### src/rtl/emrl_pkg.sv
// Shared types, codes and fixed-point helpers for the explicit MPC region lookup core.
// No dependencies; emrl_dp, emrl_ctrl and the top level import this package.
`timescale 1ns / 1ps
`default_nettype none
package emrl_pkg;

    localparam int NumRegions = 64;
    localparam int NumRows    = 256;
    localparam int NumOutputs = 4;
    localparam int HsDepth    = NumRows * 4;
    localparam int OffDepth   = NumRegions + 1;
    localparam int LinDepth   = NumRegions * 4;
    localparam int QuadDepth  = (NumRegions - 1) * 9;
    localparam int GainDepth  = NumRegions * NumOutputs * 4;

    localparam logic [2:0] MEM_HS   = 3'd0;
    localparam logic [2:0] MEM_OFF  = 3'd1;
    localparam logic [2:0] MEM_LIN  = 3'd2;
    localparam logic [2:0] MEM_QUAD = 3'd3;
    localparam logic [2:0] MEM_GAIN = 3'd4;
    localparam logic [2:0] ACT_EVAL = 3'd5;
    localparam logic [2:0] PH_QT    = 3'd6;

    localparam logic [2:0] B_X0  = 3'd0;
    localparam logic [2:0] B_X1  = 3'd1;
    localparam logic [2:0] B_X2  = 3'd2;
    localparam logic [2:0] B_NEG = 3'd3;
    localparam logic [2:0] B_POS = 3'd4;

    localparam logic [1:0] CFG_REGIONS = 2'd0;
    localparam logic [1:0] CFG_OUTPUTS = 2'd1;
    localparam logic [1:0] CFG_TOL     = 2'd2;

    typedef struct packed {
        logic        ld;
        logic        eval_start;
        logic [2:0]  mem;
        logic [9:0]  addr;
        logic        mul_en;
        logic        a_q16;
        logic [2:0]  b_sel;
        logic        acc_clr_a;
        logic        acc_clr_q;
        logic        add_en;
        logic        add_q;
        logic        best_upd;
        logic [5:0]  region;
        logic        ctrl_wr;
        logic [1:0]  ctrl_idx;
        logic        out_load;
        logic [15:0] tol;
    } t_cmd;

    typedef struct packed {
        logic [8:0] off_data;
        logic       feas_fail;
        logic       found;
        logic [5:0] best;
        logic       out_busy;
    } t_stat;

    function automatic logic signed [63:0] sat_add(input logic signed [63:0] a,
                                                   input logic signed [63:0] b);
        logic signed [64:0] s;
        s = {a[63], a} + {b[63], b};
        if (s[64] != s[63]) begin
            sat_add = s[64] ? {1'b1, 63'd0} : {1'b0, {63{1'b1}}};
        end else begin
            sat_add = s[63:0];
        end
    endfunction

    function automatic logic signed [31:0] to_q16(input logic signed [63:0] v);
        logic signed [47:0] t;
        t = v[63:16];
        if (t > $signed(48'sh0000_7FFF_FFFF)) begin
            to_q16 = 32'sh7FFF_FFFF;
        end else if (t < $signed(48'shFFFF_8000_0000)) begin
            to_q16 = 32'sh8000_0000;
        end else begin
            to_q16 = t[31:0];
        end
    endfunction

endpackage
`default_nettype wire

### src/rtl/emrl_ctrl.sv
// Controller: configuration registers and the sequencer that walks regions, rows and gains.
// Depends on emrl_pkg; drives emrl_dp through t_cmd and reads t_stat.
`timescale 1ns / 1ps
`default_nettype none
module emrl_ctrl import emrl_pkg::*; (
    input  wire         i_clk,
    input  wire         i_rst_n,
    input  wire         i_in_valid,
    output logic        o_in_ready,
    input  wire  [2:0]  i_action,
    input  wire         i_cfg_valid,
    input  wire  [1:0]  i_cfg_index,
    input  wire  [15:0] i_cfg_data,
    output t_cmd        o_cmd,
    input  t_stat       i_stat
);
    localparam logic [3:0] S_IDLE  = 4'd0;
    localparam logic [3:0] S_OFF_A = 4'd1;
    localparam logic [3:0] S_OFF_B = 4'd2;
    localparam logic [3:0] S_OFF_C = 4'd3;
    localparam logic [3:0] S_ROW   = 4'd4;
    localparam logic [3:0] S_RD    = 4'd5;
    localparam logic [3:0] S_MUL   = 4'd6;
    localparam logic [3:0] S_ACC   = 4'd7;
    localparam logic [3:0] S_CHK   = 4'd8;
    localparam logic [3:0] S_SCORE = 4'd9;
    localparam logic [3:0] S_NEXT  = 4'd10;
    localparam logic [3:0] S_GOUT  = 4'd11;
    localparam logic [3:0] S_DONE  = 4'd12;

    logic [3:0]  r_state, n_state;
    logic [2:0]  r_phase, n_phase;
    logic [6:0]  r_i, n_i;
    logic [1:0]  r_j, n_j, r_k, n_k, r_rq, n_rq;
    logic signed [10:0] r_row, n_row, r_end, n_end;
    logic [6:0]  r_nr, n_nr, r_cfg_regions;
    logic [2:0]  r_nz, n_nz, r_cfg_outputs;
    logic [15:0] r_cfg_tol;
    logic        accept;
    logic [9:0]  im1, quad_addr;

    assign o_in_ready = (r_state == S_IDLE);
    assign accept = i_in_valid && o_in_ready;
    assign im1 = {3'd0, r_i} - 10'd1;
    assign quad_addr = {im1[6:0], 3'd0} + im1 + {8'd0, r_rq} + {7'd0, r_rq, 1'b0} + {8'd0, r_k};

    always_ff @(posedge i_clk) begin
        if (!i_rst_n) begin
            r_cfg_regions <= 7'd1;
            r_cfg_outputs <= 3'd1;
            r_cfg_tol     <= 16'd1;
        end else if (i_cfg_valid) begin
            unique case (i_cfg_index)
                CFG_REGIONS: r_cfg_regions <= i_cfg_data[6:0];
                CFG_OUTPUTS: r_cfg_outputs <= i_cfg_data[2:0];
                CFG_TOL:     r_cfg_tol     <= i_cfg_data;
                default:     ;
            endcase
        end
    end

    always_comb begin
        n_state = r_state;
        n_phase = r_phase;
        n_i = r_i;
        n_j = r_j;
        n_k = r_k;
        n_rq = r_rq;
        n_row = r_row;
        n_end = r_end;
        n_nr = r_nr;
        n_nz = r_nz;
        o_cmd = '0;
        o_cmd.tol = r_cfg_tol;
        o_cmd.region = r_i[5:0];
        o_cmd.ctrl_idx = r_j;
        o_cmd.mem = r_phase;
        case (r_phase)
            MEM_HS:   o_cmd.addr = {r_row[7:0], r_k};
            MEM_LIN:  o_cmd.addr = {2'd0, r_i[5:0], r_k};
            MEM_QUAD: o_cmd.addr = quad_addr;
            default:  o_cmd.addr = {i_stat.best, r_j, r_k};
        endcase
        if (r_phase == PH_QT) begin
            o_cmd.b_sel = {1'b0, r_rq};
        end else if (r_k != 2'd3) begin
            o_cmd.b_sel = {1'b0, r_k};
        end else begin
            o_cmd.b_sel = (r_phase == MEM_HS) ? B_NEG : B_POS;
        end
        o_cmd.a_q16 = (r_phase == PH_QT);

        unique case (r_state)
            S_IDLE: begin
                o_cmd.mem = i_action;
                if (accept && i_action < ACT_EVAL) begin
                    o_cmd.ld = 1'b1;
                end else if (accept && i_action == ACT_EVAL) begin
                    o_cmd.eval_start = 1'b1;
                    n_i = 7'd0;
                    n_nr = (r_cfg_regions > 7'd64) ? 7'd64 : r_cfg_regions;
                    n_nz = (r_cfg_outputs > 3'd4) ? 3'd4 : r_cfg_outputs;
                    n_state = (r_cfg_regions == 7'd0) ? S_DONE : S_OFF_A;
                end
            end
            S_OFF_A: begin
                o_cmd.mem = MEM_OFF;
                o_cmd.addr = {3'd0, r_i};
                n_state = S_OFF_B;
            end
            S_OFF_B: begin
                o_cmd.mem = MEM_OFF;
                o_cmd.addr = {3'd0, r_i + 7'd1};
                n_row = $signed({2'd0, i_stat.off_data}) - 11'sd1;
                n_state = S_OFF_C;
            end
            S_OFF_C: begin
                n_end = $signed({2'd0, i_stat.off_data}) - 11'sd1;
                n_state = S_ROW;
            end
            S_ROW: begin
                o_cmd.acc_clr_a = 1'b1;
                n_k = 2'd0;
                if (r_row >= r_end) begin
                    n_phase = MEM_LIN;
                    n_state = S_RD;
                end else if (r_row[10] || r_row[9:8] != 2'd0) begin
                    n_row = r_row + 11'sd1;
                end else begin
                    n_phase = MEM_HS;
                    n_state = S_RD;
                end
            end
            S_RD: begin
                n_state = S_MUL;
            end
            S_MUL: begin
                o_cmd.mul_en = 1'b1;
                n_state = S_ACC;
            end
            S_ACC: begin
                o_cmd.add_en = 1'b1;
                o_cmd.add_q = (r_phase == MEM_QUAD);
                n_state = S_RD;
                if (r_phase == PH_QT) begin
                    if (r_rq == 2'd2) begin
                        n_state = S_SCORE;
                    end else begin
                        n_rq = r_rq + 2'd1;
                        n_k = 2'd0;
                        n_phase = MEM_QUAD;
                    end
                end else if (r_phase == MEM_QUAD && r_k == 2'd2) begin
                    n_phase = PH_QT;
                    n_state = S_MUL;
                end else if (r_phase != MEM_QUAD && r_k == 2'd3) begin
                    n_k = 2'd0;
                    unique case (r_phase)
                        MEM_HS:  n_state = S_CHK;
                        MEM_LIN: begin
                            if (r_i == 7'd0) begin
                                n_state = S_SCORE;
                            end else begin
                                n_rq = 2'd0;
                                n_phase = MEM_QUAD;
                            end
                        end
                        default: n_state = S_GOUT;
                    endcase
                end else begin
                    n_k = r_k + 2'd1;
                end
            end
            S_CHK: begin
                if (i_stat.feas_fail) begin
                    n_state = S_NEXT;
                end else begin
                    n_row = r_row + 11'sd1;
                    n_state = S_ROW;
                end
            end
            S_SCORE: begin
                o_cmd.best_upd = 1'b1;
                n_state = S_NEXT;
            end
            S_NEXT: begin
                o_cmd.acc_clr_a = 1'b1;
                o_cmd.acc_clr_q = 1'b1;
                n_j = 2'd0;
                n_k = 2'd0;
                if (r_i + 7'd1 < r_nr) begin
                    n_i = r_i + 7'd1;
                    n_state = S_OFF_A;
                end else if (i_stat.found && r_nz != 3'd0) begin
                    n_phase = MEM_GAIN;
                    n_state = S_RD;
                end else begin
                    n_state = S_DONE;
                end
            end
            S_GOUT: begin
                o_cmd.ctrl_wr = 1'b1;
                o_cmd.acc_clr_a = 1'b1;
                n_k = 2'd0;
                if ({1'b0, r_j} + 3'd1 < r_nz) begin
                    n_j = r_j + 2'd1;
                    n_state = S_RD;
                end else begin
                    n_state = S_DONE;
                end
            end
            S_DONE: begin
                if (!i_stat.out_busy) begin
                    o_cmd.out_load = 1'b1;
                    n_state = S_IDLE;
                end
            end
            default: n_state = S_IDLE;
        endcase
        if (r_state == S_ACC && r_phase == MEM_LIN && r_k == 2'd3 && r_i != 7'd0) begin
            o_cmd.acc_clr_q = 1'b1;
        end
        if (r_state == S_ACC && r_phase == PH_QT && r_rq != 2'd2) begin
            o_cmd.acc_clr_q = 1'b1;
        end
    end

    always_ff @(posedge i_clk) begin
        if (!i_rst_n) begin
            r_state <= S_IDLE;
            r_phase <= MEM_HS;
            r_i <= 7'd0;
            r_j <= 2'd0;
            r_k <= 2'd0;
            r_rq <= 2'd0;
            r_nr <= 7'd1;
            r_nz <= 3'd1;
        end else begin
            r_state <= n_state;
            r_phase <= n_phase;
            r_i <= n_i;
            r_j <= n_j;
            r_k <= n_k;
            r_rq <= n_rq;
            r_nr <= n_nr;
            r_nz <= n_nz;
        end
    end

    always_ff @(posedge i_clk) begin
        r_row <= n_row;
        r_end <= n_end;
    end

    a_region_in_range: assert property (@(posedge i_clk) disable iff (!i_rst_n)
        (r_state == S_OFF_A) |-> (r_i < r_nr))
        else $error("region walk passed the region count");
    a_gain_in_range: assert property (@(posedge i_clk) disable iff (!i_rst_n)
        (r_state == S_GOUT) |-> ({1'b0, r_j} < r_nz && i_stat.found))
        else $error("gain row written beyond output count or without a region");
    a_quad_elems: assert property (@(posedge i_clk) disable iff (!i_rst_n)
        (r_state == S_RD && r_phase == MEM_QUAD) |-> (r_k != 2'd3 && r_i != 7'd0))
        else $error("quadratic block read out of range");
    a_load_idle: assert property (@(posedge i_clk) disable iff (!i_rst_n)
        o_cmd.ld |-> (r_state == S_IDLE && !o_cmd.eval_start))
        else $error("table write outside idle");
endmodule
`default_nettype wire

### config.mk
export PLATFORM = sky130hd
export DESIGN_NAME = emrl_ctrl
export DESIGN_NICKNAME = d
export VERILOG_FILES = /design/src/rtl/emrl_pkg.sv /design/src/rtl/emrl_ctrl.sv
export SDC_FILE = /design/constraint.sdc
export NUM_CORES = 1
export LEC_CHECK = 0
export BUFFER_PORTS_ARGS = -buffer_cell sky130_fd_sc_hd__clkbuf_2
export CELL_PAD_IN_SITES_DETAIL_PLACEMENT = 1
export CELL_PAD_IN_SITES_GLOBAL_PLACEMENT = 2
export CORE_UTILIZATION = 34
export DETAILED_ROUTE_END_ITERATION = 12
export PLACE_DENSITY = 0.79
export SETUP_SLACK_MARGIN = 0.1
export SLEW_MARGIN = 20
export SYNTH_ARGS = -nofsm -noshare
export SYNTH_HDL_FRONTEND = slang
export SYNTH_SLANG_ARGS = --single-unit
### constraint.sdc
create_clock -name i_clk -period 4.34 [get_ports i_clk]
set_clock_uncertainty 0.15 [all_clocks]
set_input_delay 0.651 -clock i_clk [delete_from_list [all_inputs] [get_ports i_clk]]
set_output_delay 0.651 -clock i_clk [all_outputs]
set_load 0.02 [all_outputs]
==> results of run 1 <==
cells by family (layout without fill, tap and decap cells):
kind of cell               count (synthesis)  count (layout)
and+or+nand+nor                          249             249
xor gates and xnor gates                  28              28
DFF                                       77              77
buffers and inverters                     83             179
adders and majority gates                 45              45
AOI/OAI and AO/OA                        183             183
muxes                                     19              19
stage by stage:
step	worst slack [ns]	hold slack (ns)
after CTS	0.129	0.310
after global placement	0.378	0.293
after floorplan	0.341	0.286
after detailed placement	0.328	0.300
final	0.179	0.306
after global routing	0.0622	0.337
power groups by stage:
stage	logic (uW)	registers (uW)	clock network [uW]
CTS	1330	953	830
floorplan	945	912	0
global placement	1290	966	0
finish	1350	956	805
global route	1490	969	855
detailed placement	1320	969	0
per-layer routing:
metal  global-route usage  vias to the layer above  share of wire
met2                0.381                       96           0.49
met3               0.0327                       15          0.040
met1                0.286                     2614           0.46
li1                     -                     2655              -
met5                    0                        -              0
met4               0.0581                        0          0.015
critical path, cell delays in order, from the launching register on:
cell	delay (ns)
dfxtp_2	0.34
inv_2	0.05
buf_4	0.12
buf_4	0.15
fa_1	0.42
ha_1	0.30
nor2b_2	0.16
o2111a_2	0.26
buf_4	0.14
or4_1	0.50
a311oi_2	0.26
o22ai_1	0.13
clkbuf_2	0.18
sequential cells by signal, summed over array words and instances, names as in the netlist:
signal,flops
r_cfg_outputs,3
r_cfg_regions,7
r_cfg_tol,16
r_end,10
r_i,7
r_j,2
r_k,2
r_nr,7
r_nz,3
r_phase,3
r_row,11
r_rq,2
r_state,4
worst paths after layout:
path / endpoint / cells after the start / slack, ns / from
setup / recovery: o_cmd[41] / 12 / 0.18 / r_i[0]$_SDFFE_PN0P_
hold / removal: r_cfg_tol[2]$_SDFFE_PN0P_ / 2 / 0.31 / r_cfg_tol[2]$_SDFFE_PN0P_
setup reg to reg: r_i[3]$_SDFFE_PN0P_ / 9 / 1.17 / r_i[4]$_SDFFE_PN0P_
hold reg to reg: r_cfg_tol[2]$_SDFFE_PN0P_ / 2 / 0.31 / r_cfg_tol[2]$_SDFFE_PN0P_
cell usage after synthesis (10+ instances only):
| cell | count |
|---|---|
| ha_1 | 42 |
| xor2_1 | 12 |
| edfxtp_1 | 21 |
| nand2_1 | 79 |
| xnor2_1 | 16 |
| nor3b_1 | 12 |
| nand3_1 | 15 |
| a31oi_1 | 13 |
| o21ai_0 | 22 |
| nor2_1 | 58 |
| dfxtp_1 | 56 |
| buf_4 | 10 |
| inv_1 | 40 |
| mux2i_1 | 17 |
| clkbuf_1 | 15 |
| nor3_1 | 20 |
| a21oi_1 | 60 |
final cells by class:
class / instances / area, um2 / share of cell area
clock buffer: 10 / 250 / 0.0363
clock inverter: 5 / 65.1 / 0.00944
sequential: 77 / 1750 / 0.255
multi-input combinational: 524 / 3710 / 0.538
tap: 220 / 275 / 0.0400
inverter: 44 / 165 / 0.0240
timing repair buffer: 120 / 671 / 0.0973
timing repair:
item | CTS | global route
pin swaps | 2 | 10
buffers inserted | 0 | 7
resized for setup | 5 | 24
setup endpoints to repair | 3 | 5
==> flow_metrics.env, run 1 <==
export IMPL_outcome="completed"
export IMPL_netSwitchingFraction=0.413
export IMPL_comb_power_share=0.434
export IMPL_arrival_ns=3.36
export IMPL_gr_total_overflow=0
export IMPL_post_dp_hpwl_um=14800
export IMPL_cts_sinks=77
export IMPL_intPower_uw=1820
export IMPL_synth_area_leader_cell="dfxtp_1"
export IMPL_yosys_area_share_adder=0.102
export IMPL_tns_ns=0
export IMPL_final_core_util=0.417
export IMPL_fin_area_um2=6890
export IMPL_min_period_ns=4.16
export IMPL_power_frac_seq=0.308
export IMPL_ir_drop_mv=0.376
export IMPL_leakagePower_uw=0.00289
export IMPL_area_delta_synth_final_pct=20.3
export IMPL_fin_nets=864
export IMPL_synth_xor_xnor_area_share=0.0428
export IMPL_syn_area_um2=5730
export IMPL_synth_edf_count=21
export IMPL_pwr_share_clk=0.259
export IMPL_syn_area_per_cell_um2=8.37
export IMPL_setup_viol=0
export IMPL_drv_slew=0
export IMPL_die_area_um2=17400
export IMPL_grt_pass1_wl_um=29900
export IMPL_required_ns=3.54
export IMPL_antenna_left=0
export IMPL_drcViolationCount=0
export IMPL_synth_top_cell_area_share=0.196
export IMPL_cts_root_buf="clkbuf_16"
export IMPL_ios=95
export IMPL_crit_fanout=3
export IMPL_fp_dieW_um=132
export IMPL_synth_top_family_by_area="simple AND/OR/NAND/NOR gates"
export IMPL_drv_cap=0
export IMPL_drive_gt1_frac=0.238
export IMPL_first_iter_violations=208
export IMPL_place_inst=978
export IMPL_synth_compound_area_frac=0.219
export IMPL_grt_max_degree=40
export IMPL_instances_no_fill=1000
export IMPL_htreeDepth=3
export IMPL_max_freq_mhz=240
export IMPL_clk_pin_slew_ns=0.06
export IMPL_final_common_cell="clkbuf_2"
export IMPL_diodes=0
export IMPL_synth_seq_cells=77
export IMPL_finalHoldViolations=0
export IMPL_grtUsageTotal=0.220
export IMPL_wl_um=18800
export IMPL_grt_antenna_before_repair=0
export IMPL_ctsLongestPathBuffers=2
export IMPL_min_path_type="reg -> reg"
export IMPL_yosys_area_share_simple=0.228
export IMPL_place_gp_congestion=0.858
export IMPL_critical_path_class="reg -> out"
export IMPL_first_pass_iters=4
export IMPL_tightestPinTransition_ns=0.879
export IMPL_clock_latency_ns=0.35
export IMPL_layout_common_cells="clkbuf_2, nand2_1, a21oi_1"
export IMPL_rsz0062_at_grt="yes"
export IMPL_ys_top_cells_by_area="dfxtp_1, edfxtp_1, ha_1"
export IMPL_total_power_uw=3110
export IMPL_cp_start_kind="register"
export IMPL_cts_tree="done"
export IMPL_viasPerCell=5.38
export IMPL_yosys_warnings=0
export IMPL_initial_core_util=0.347
export IMPL_vias=5380
export IMPL_min_period_over_period=0.959
export IMPL_cts_buffers=9
export IMPL_die_h_um=132
export IMPL_place_area_um2=6390
export IMPL_power_density_nw_per_um2=451
export IMPL_yosysUniqueCellTypes=85
export IMPL_wl_per_cell_um=18.8
export IMPL_worstSetupEndpointType="output pin"
export IMPL_syn_nets=772
export IMPL_yosysSeqAreaShare=0.306
export IMPL_grt_pass1_vias=5530
export IMPL_fill_cells=2004
export IMPL_muxShareOfSynthArea=0.0336
export IMPL_max_slew_margin_rel=0.412
export IMPL_cts_hold_fix_buffers=0
export IMPL_io_buffer_count=94
export IMPL_synth_cells=684
export IMPL_switching_power_uw=1290
export IMPL_rows=47
export IMPL_ys_flop_type="dfxtp_1"
export IMPL_core_area_um2=16500
export IMPL_synthArstFlopShare=0
No activity file was read; power rests on OpenSTA's default activity.
==> inputs of run 2 (changes only) <==
--- a/config.mk
+++ b/config.mk
@@ -8,6 +8,7 @@
 export BUFFER_PORTS_ARGS = -buffer_cell sky130_fd_sc_hd__clkbuf_2
 export CELL_PAD_IN_SITES_DETAIL_PLACEMENT = 1
 export CELL_PAD_IN_SITES_GLOBAL_PLACEMENT = 2
+export CORE_MARGIN = 2
 export CORE_UTILIZATION = 34
 export DETAILED_ROUTE_END_ITERATION = 12
 export PLACE_DENSITY = 0.79
==> flow_metrics.env, run 2 (synthesis gave the netlist of run 1 again) <==
export IMPL_outcome="completed"
export IMPL_place_ws_ns=0.243
export IMPL_grt_pass1_wl_um=30200
export IMPL_fp_dieW_um=134
export IMPL_drive_gt1_frac=0.240
export IMPL_clk_pin_slew_ns=0.07
export IMPL_cts_sinks=77
export IMPL_drv_slew=0
export IMPL_max_slew_margin_rel=0.370
export IMPL_vias=5459
export IMPL_instances_no_fill=996
export IMPL_crit_top_cell="ha_4"
export IMPL_min_path_type="reg -> reg"
export IMPL_post_dp_hpwl_um=14700
export IMPL_leakagePower_uw=0.00287
export IMPL_cpMaxStageDelayCell="or4_4"
export IMPL_htreeDepth=3
export IMPL_crit_fanout=5
export IMPL_worstSetupEndpointType="output pin"
export IMPL_gr_total_overflow=0
export IMPL_setup_viol=0
export IMPL_tns_ns=0
export IMPL_ctsLongestPathBuffers=2
export IMPL_initial_core_util=0.347
export IMPL_reg_top3="r_cfg_tol (16), r_row (11), r_end (10)"
export IMPL_final_common_cell="clkbuf_2"
export IMPL_place_gp_congestion=0.848
export IMPL_cts_root_buf="clkbuf_16"
export IMPL_cp_start_kind="register"
export IMPL_first_iter_violations=188
export IMPL_grt_antenna_before_repair=0
export IMPL_layout_common_cells="clkbuf_2, nand2_1, a21oi_1"
export IMPL_die_h_um=134
export IMPL_diodes=0
export IMPL_required_ns=3.54
export IMPL_wl_um=19100
export IMPL_antenna_left=0
export IMPL_drv_cap=0
export IMPL_core_area_um2=16500
export IMPL_critical_path_class="reg -> out"
export IMPL_drcViolationCount=0
export IMPL_cts_tree="done"
export IMPL_whs_ns=0.309
export IMPL_place_inst=975
export IMPL_clock_latency_ns=0.35
export IMPL_min_period_ns=4.16
export IMPL_largest_reg_flops=16
export IMPL_fin_nets=859
export IMPL_die_area_um2=17900
export IMPL_min_period_over_period=0.958
export IMPL_grt_pass1_vias=5675
export IMPL_io_buffer_count=94
export IMPL_power_density_nw_per_um2=452
export IMPL_rows=47
export IMPL_ir_drop_mv=0.293
export IMPL_viasPerCell=5.48
export IMPL_first_pass_iters=4
export IMPL_ios=95
export IMPL_wl_per_cell_um=19.1
export IMPL_top_register="r_cfg_tol"
export IMPL_tightestPinTransition_ns=0.942
export IMPL_arrival_ns=3.36
export IMPL_max_freq_mhz=241
export IMPL_setup_slack_ns=0.183
export IMPL_grt_max_degree=40
export IMPL_area_delta_synth_final_pct=20.1
export IMPL_finalHoldViolations=0
export IMPL_grtUsageTotal=0.216
export IMPL_rsz0062_at_grt="yes"
export IMPL_cpPeakStageDelay_ns=0.53
export IMPL_cts_buffers=9
export IMPL_crit_chain="inv_2, ha_4, inv_2, or3_4, xnor2_4, ha_4, ha_4, o2111a_2, nor3_2, or4_4, a311oi_2, nor2_1, buf_4"
==> run 2: cell types whose count changed in the layout (fill, tap and decap cells not counted), sizes merged <==
| cell | before | now |
|---|---|---|
| buf | 28 | 23 |
| clkbuf | 102 | 103 |
| clkinv | 1 | 0 |
| inv | 47 | 48 |
==> run 2: where the power goes <==
part	leakage, uW	internal [uW]	switching (uW)
clock network	0.000157	486	330
logic	0.00206	487	840
registers	0.000649	835	132
total	0.00287	1810	1300
==> run 2: final cells by class <==
class	count	area, um2
clock inverter	5	60.1
fill	1995	9650
timing repair buffer	115	631
multi-input combinational	524	3730
inverter	44	165
sequential	77	1760
tap	220	275
clock buffer	11	254
==> run 2: path summary, 6_finish.rpt <==
kind                              from  cells past startpoint                         to  slack, ns
max                r_i[0]$_SDFFE_PN0P_                     13                  o_cmd[43]       0.18
min          r_cfg_tol[3]$_SDFFE_PN0P_                      2  r_cfg_tol[3]$_SDFFE_PN0P_       0.31
max reg2reg        r_i[4]$_SDFFE_PN0P_                      9        r_i[1]$_SDFFE_PN0P_       1.10
min reg2reg  r_cfg_tol[3]$_SDFFE_PN0P_                      2  r_cfg_tol[3]$_SDFFE_PN0P_       0.31
==> run 2: per-stage QoR <==
step | power (uW) | utilization | cell area, um2
final | 3110 | 0.416 | 6880
after global routing | 3290 | 0.416 | 6880
after CTS | 3120 | 0.409 | 6770
after detailed placement | 2280 | 0.385 | 6370
after global placement | 2250 | 0.385 | 6370
after floorplan | 1860 | - | 5730
==> run 2: worst max-delay path: cells and delay by family, from the launching register on <==
family                   cells  cell delay, ns
AO/OA/AOI/OAI                2            0.54
XOR/XNOR                     1            0.17
adder cells (fa/ha/maj)      3            0.66
buffers and inverters        3            0.27
flip-flops                   1            0.33
AND/OR/NAND/NOR              4            1.04
==> run 2: layer usage <==
layer  track usage  part of all wire  up-vias
met5             0                 0        -
met4        0.0833             0.023        0
met3        0.0317             0.041       29
met2         0.368              0.49      129
met1         0.275              0.45     2658
li1              -                 -     2643
==> run 2: repair_timing <==
action,CTS,global route
buffers inserted,0,5
hold endpoints to repair,0,0
hold buffers,0,0
pin swaps,3,11
cloned,0,0
setup endpoints to repair,4,4
resized for setup,12,21
==> inputs of run 3 (changes only) <==
--- a/config.mk
+++ b/config.mk
@@ -8,10 +8,11 @@
 export BUFFER_PORTS_ARGS = -buffer_cell sky130_fd_sc_hd__clkbuf_2
 export CELL_PAD_IN_SITES_DETAIL_PLACEMENT = 1
 export CELL_PAD_IN_SITES_GLOBAL_PLACEMENT = 2
-export CORE_MARGIN = 2
-export CORE_UTILIZATION = 34
+export CORE_MARGIN = 8
+export CORE_UTILIZATION = 35
+export CTS_BUF_LIST = sky130_fd_sc_hd__clkbuf_8
 export DETAILED_ROUTE_END_ITERATION = 12
-export PLACE_DENSITY = 0.79
+export PLACE_DENSITY = 0.81
 export SETUP_SLACK_MARGIN = 0.1
 export SLEW_MARGIN = 20
 export SYNTH_ARGS = -nofsm -noshare
==> flow_metrics.env, run 3 (synthesis gave the netlist of run 1 again) <==
export IMPL_min_period_over_period=0.970
export IMPL_multi_input_area_um2=3740
export IMPL_worstSetupEndpointType="output pin"
export IMPL_tns_ns=0
export IMPL_outcome="completed"
export IMPL_wl_per_cell_um=19.1
export IMPL_post_dp_hpwl_um=14900
export IMPL_cts_hold_fix_buffers=0
export IMPL_area_delta_synth_final_pct=17.7
export IMPL_cp_start_kind="register"
export IMPL_setup_viol=0
export IMPL_max_slew_margin_rel=0.417
export IMPL_critical_path_class="reg -> out"
export IMPL_initial_core_util=0.359
export IMPL_reg_top3="r_cfg_tol (16), r_row (11), r_end (10)"
export IMPL_fin_area_um2=6740
export IMPL_ios=95
export IMPL_cts_sinks=77
export IMPL_fill_cells=1945
export IMPL_fp_dieW_um=144
export IMPL_core_area_um2=15900
export IMPL_die_area_um2=20700
export IMPL_drv_slew=0
export IMPL_die_h_um=144
export IMPL_rsz0062_at_grt="yes"
export IMPL_arrival_ns=3.41
export IMPL_cts_buffers=9
export IMPL_cts_root_buf="clkbuf_8"
export IMPL_crit_fanout=5
export IMPL_cts_tree="done"
export IMPL_final_common_cell="clkbuf_2"
export IMPL_grtUsageTotal=0.186
export IMPL_drive_gt1_frac=0.233
export IMPL_place_area_um2=6360
export IMPL_final_core_util=0.423
export IMPL_fin_nets=858
export IMPL_io_buffer_count=94
export IMPL_wl_um=18900
export IMPL_total_power_uw=2850
export IMPL_drcViolationCount=0
export IMPL_tightestPinTransition_ns=0.874
export IMPL_htreeDepth=3
export IMPL_largest_reg_flops=16
export IMPL_min_period_ns=4.21
export IMPL_viasPerCell=5.42
export IMPL_gr_total_overflow=0
export IMPL_drv_cap=0
export IMPL_regArea_um2=1760
export IMPL_power_density_nw_per_um2=423
export IMPL_finalHoldViolations=0
export IMPL_top_register="r_cfg_tol"
export IMPL_required_ns=3.54
export IMPL_min_path_type="reg -> reg"
export IMPL_grt_max_degree=27
export IMPL_vias=5364
export IMPL_clock_latency_ns=0.38
export IMPL_leakagePower_uw=0.00281
export IMPL_clk_pin_slew_ns=0.10
export IMPL_first_iter_violations=230
export IMPL_ir_drop_mv=0.292
export IMPL_ctsLongestPathBuffers=2
export IMPL_rows=46
export IMPL_layout_common_cells="clkbuf_2, nand2_1, a21oi_1"
export IMPL_grt_pass1_vias=5826
export IMPL_whs_ns=0.311
export IMPL_diodes=0
export IMPL_place_gp_congestion=0.909
export IMPL_max_freq_mhz=238
export IMPL_grt_pass1_wl_um=30100
export IMPL_first_pass_iters=5
export IMPL_antenna_left=0
export IMPL_grt_antenna_before_repair=0
-- run 3: what timing repair did --
action                                  in CTS  in global routing
gates resized for setup                     16                 11
pin swaps                                    5                  6
buffers inserted                             2                  3
endpoints found under the setup margin       5                  5
-- run 3: area by class of cell --
| cell class | count | share of cell area |
|---|---|---|
| multi-input cells | 524 | 0.555 |
| flip-flops and latches | 77 | 0.260 |
| repair buffers | 114 | 0.0924 |
| well taps | 216 | 0.0401 |
| inverters | 44 | 0.0245 |
| clock buffers | 10 | 0.0204 |
| clock inverters | 5 | 0.00779 |
-- run 3: power breakdown --
| group | switching [uW] | internal [uW] | total, uW |
|---|---|---|---|
| sequential | 133 | 835 | 967 |
| combinational | 836 | 489 | 1320 |
| clock | 280 | 277 | 557 |
| total | 1250 | 1600 | 2850 |
-- run 3: through the flow --
stage,instances,setup slack [ns]
finish,990,0.131
global route,990,0.0142
CTS,987,0.104
detailed placement,970,0.105
global placement,970,0.324
floorplan,684,0.341
-- run 3: per-layer routing --
layer / share of wire / up-vias / track usage
li1: - / 2634 / -
met1: 0.46 / 2587 / 0.231
met2: 0.48 / 111 / 0.314
met3: 0.040 / 32 / 0.0269
met4: 0.026 / 0 / 0.0786
met5: 0 / - / 0
-- run 3: worst max-delay path, cell delays in order, from the launching register on --
cell and delay [ns]:
dfxtp_2 0.34, inv_2 0.06, ha_4 0.14, inv_1 0.06, or3_4 0.37, xnor2_4 0.23
ha_4 0.24, ha_4 0.28, o2111a_2 0.24, nor3_2 0.06, or4_1 0.49, a311oi_2 0.28
nor2_1 0.08, clkbuf_4 0.17
-- run 3: path summary, 6_finish.rpt --
check                                   from                         end  slack (ns)  cells past startpoint
setup / recovery         r_i[1]$_SDFFE_PN0P_                   o_cmd[43]        0.13                     13
setup reg to reg         r_i[0]$_SDFFE_PN0P_         r_i[1]$_SDFFE_PN0P_        1.28                     11
hold reg to reg   r_cfg_tol[15]$_SDFFE_PN0P_  r_cfg_tol[15]$_SDFFE_PN0P_        0.31                      2
hold / removal    r_cfg_tol[15]$_SDFFE_PN0P_  r_cfg_tol[15]$_SDFFE_PN0P_        0.31                      2
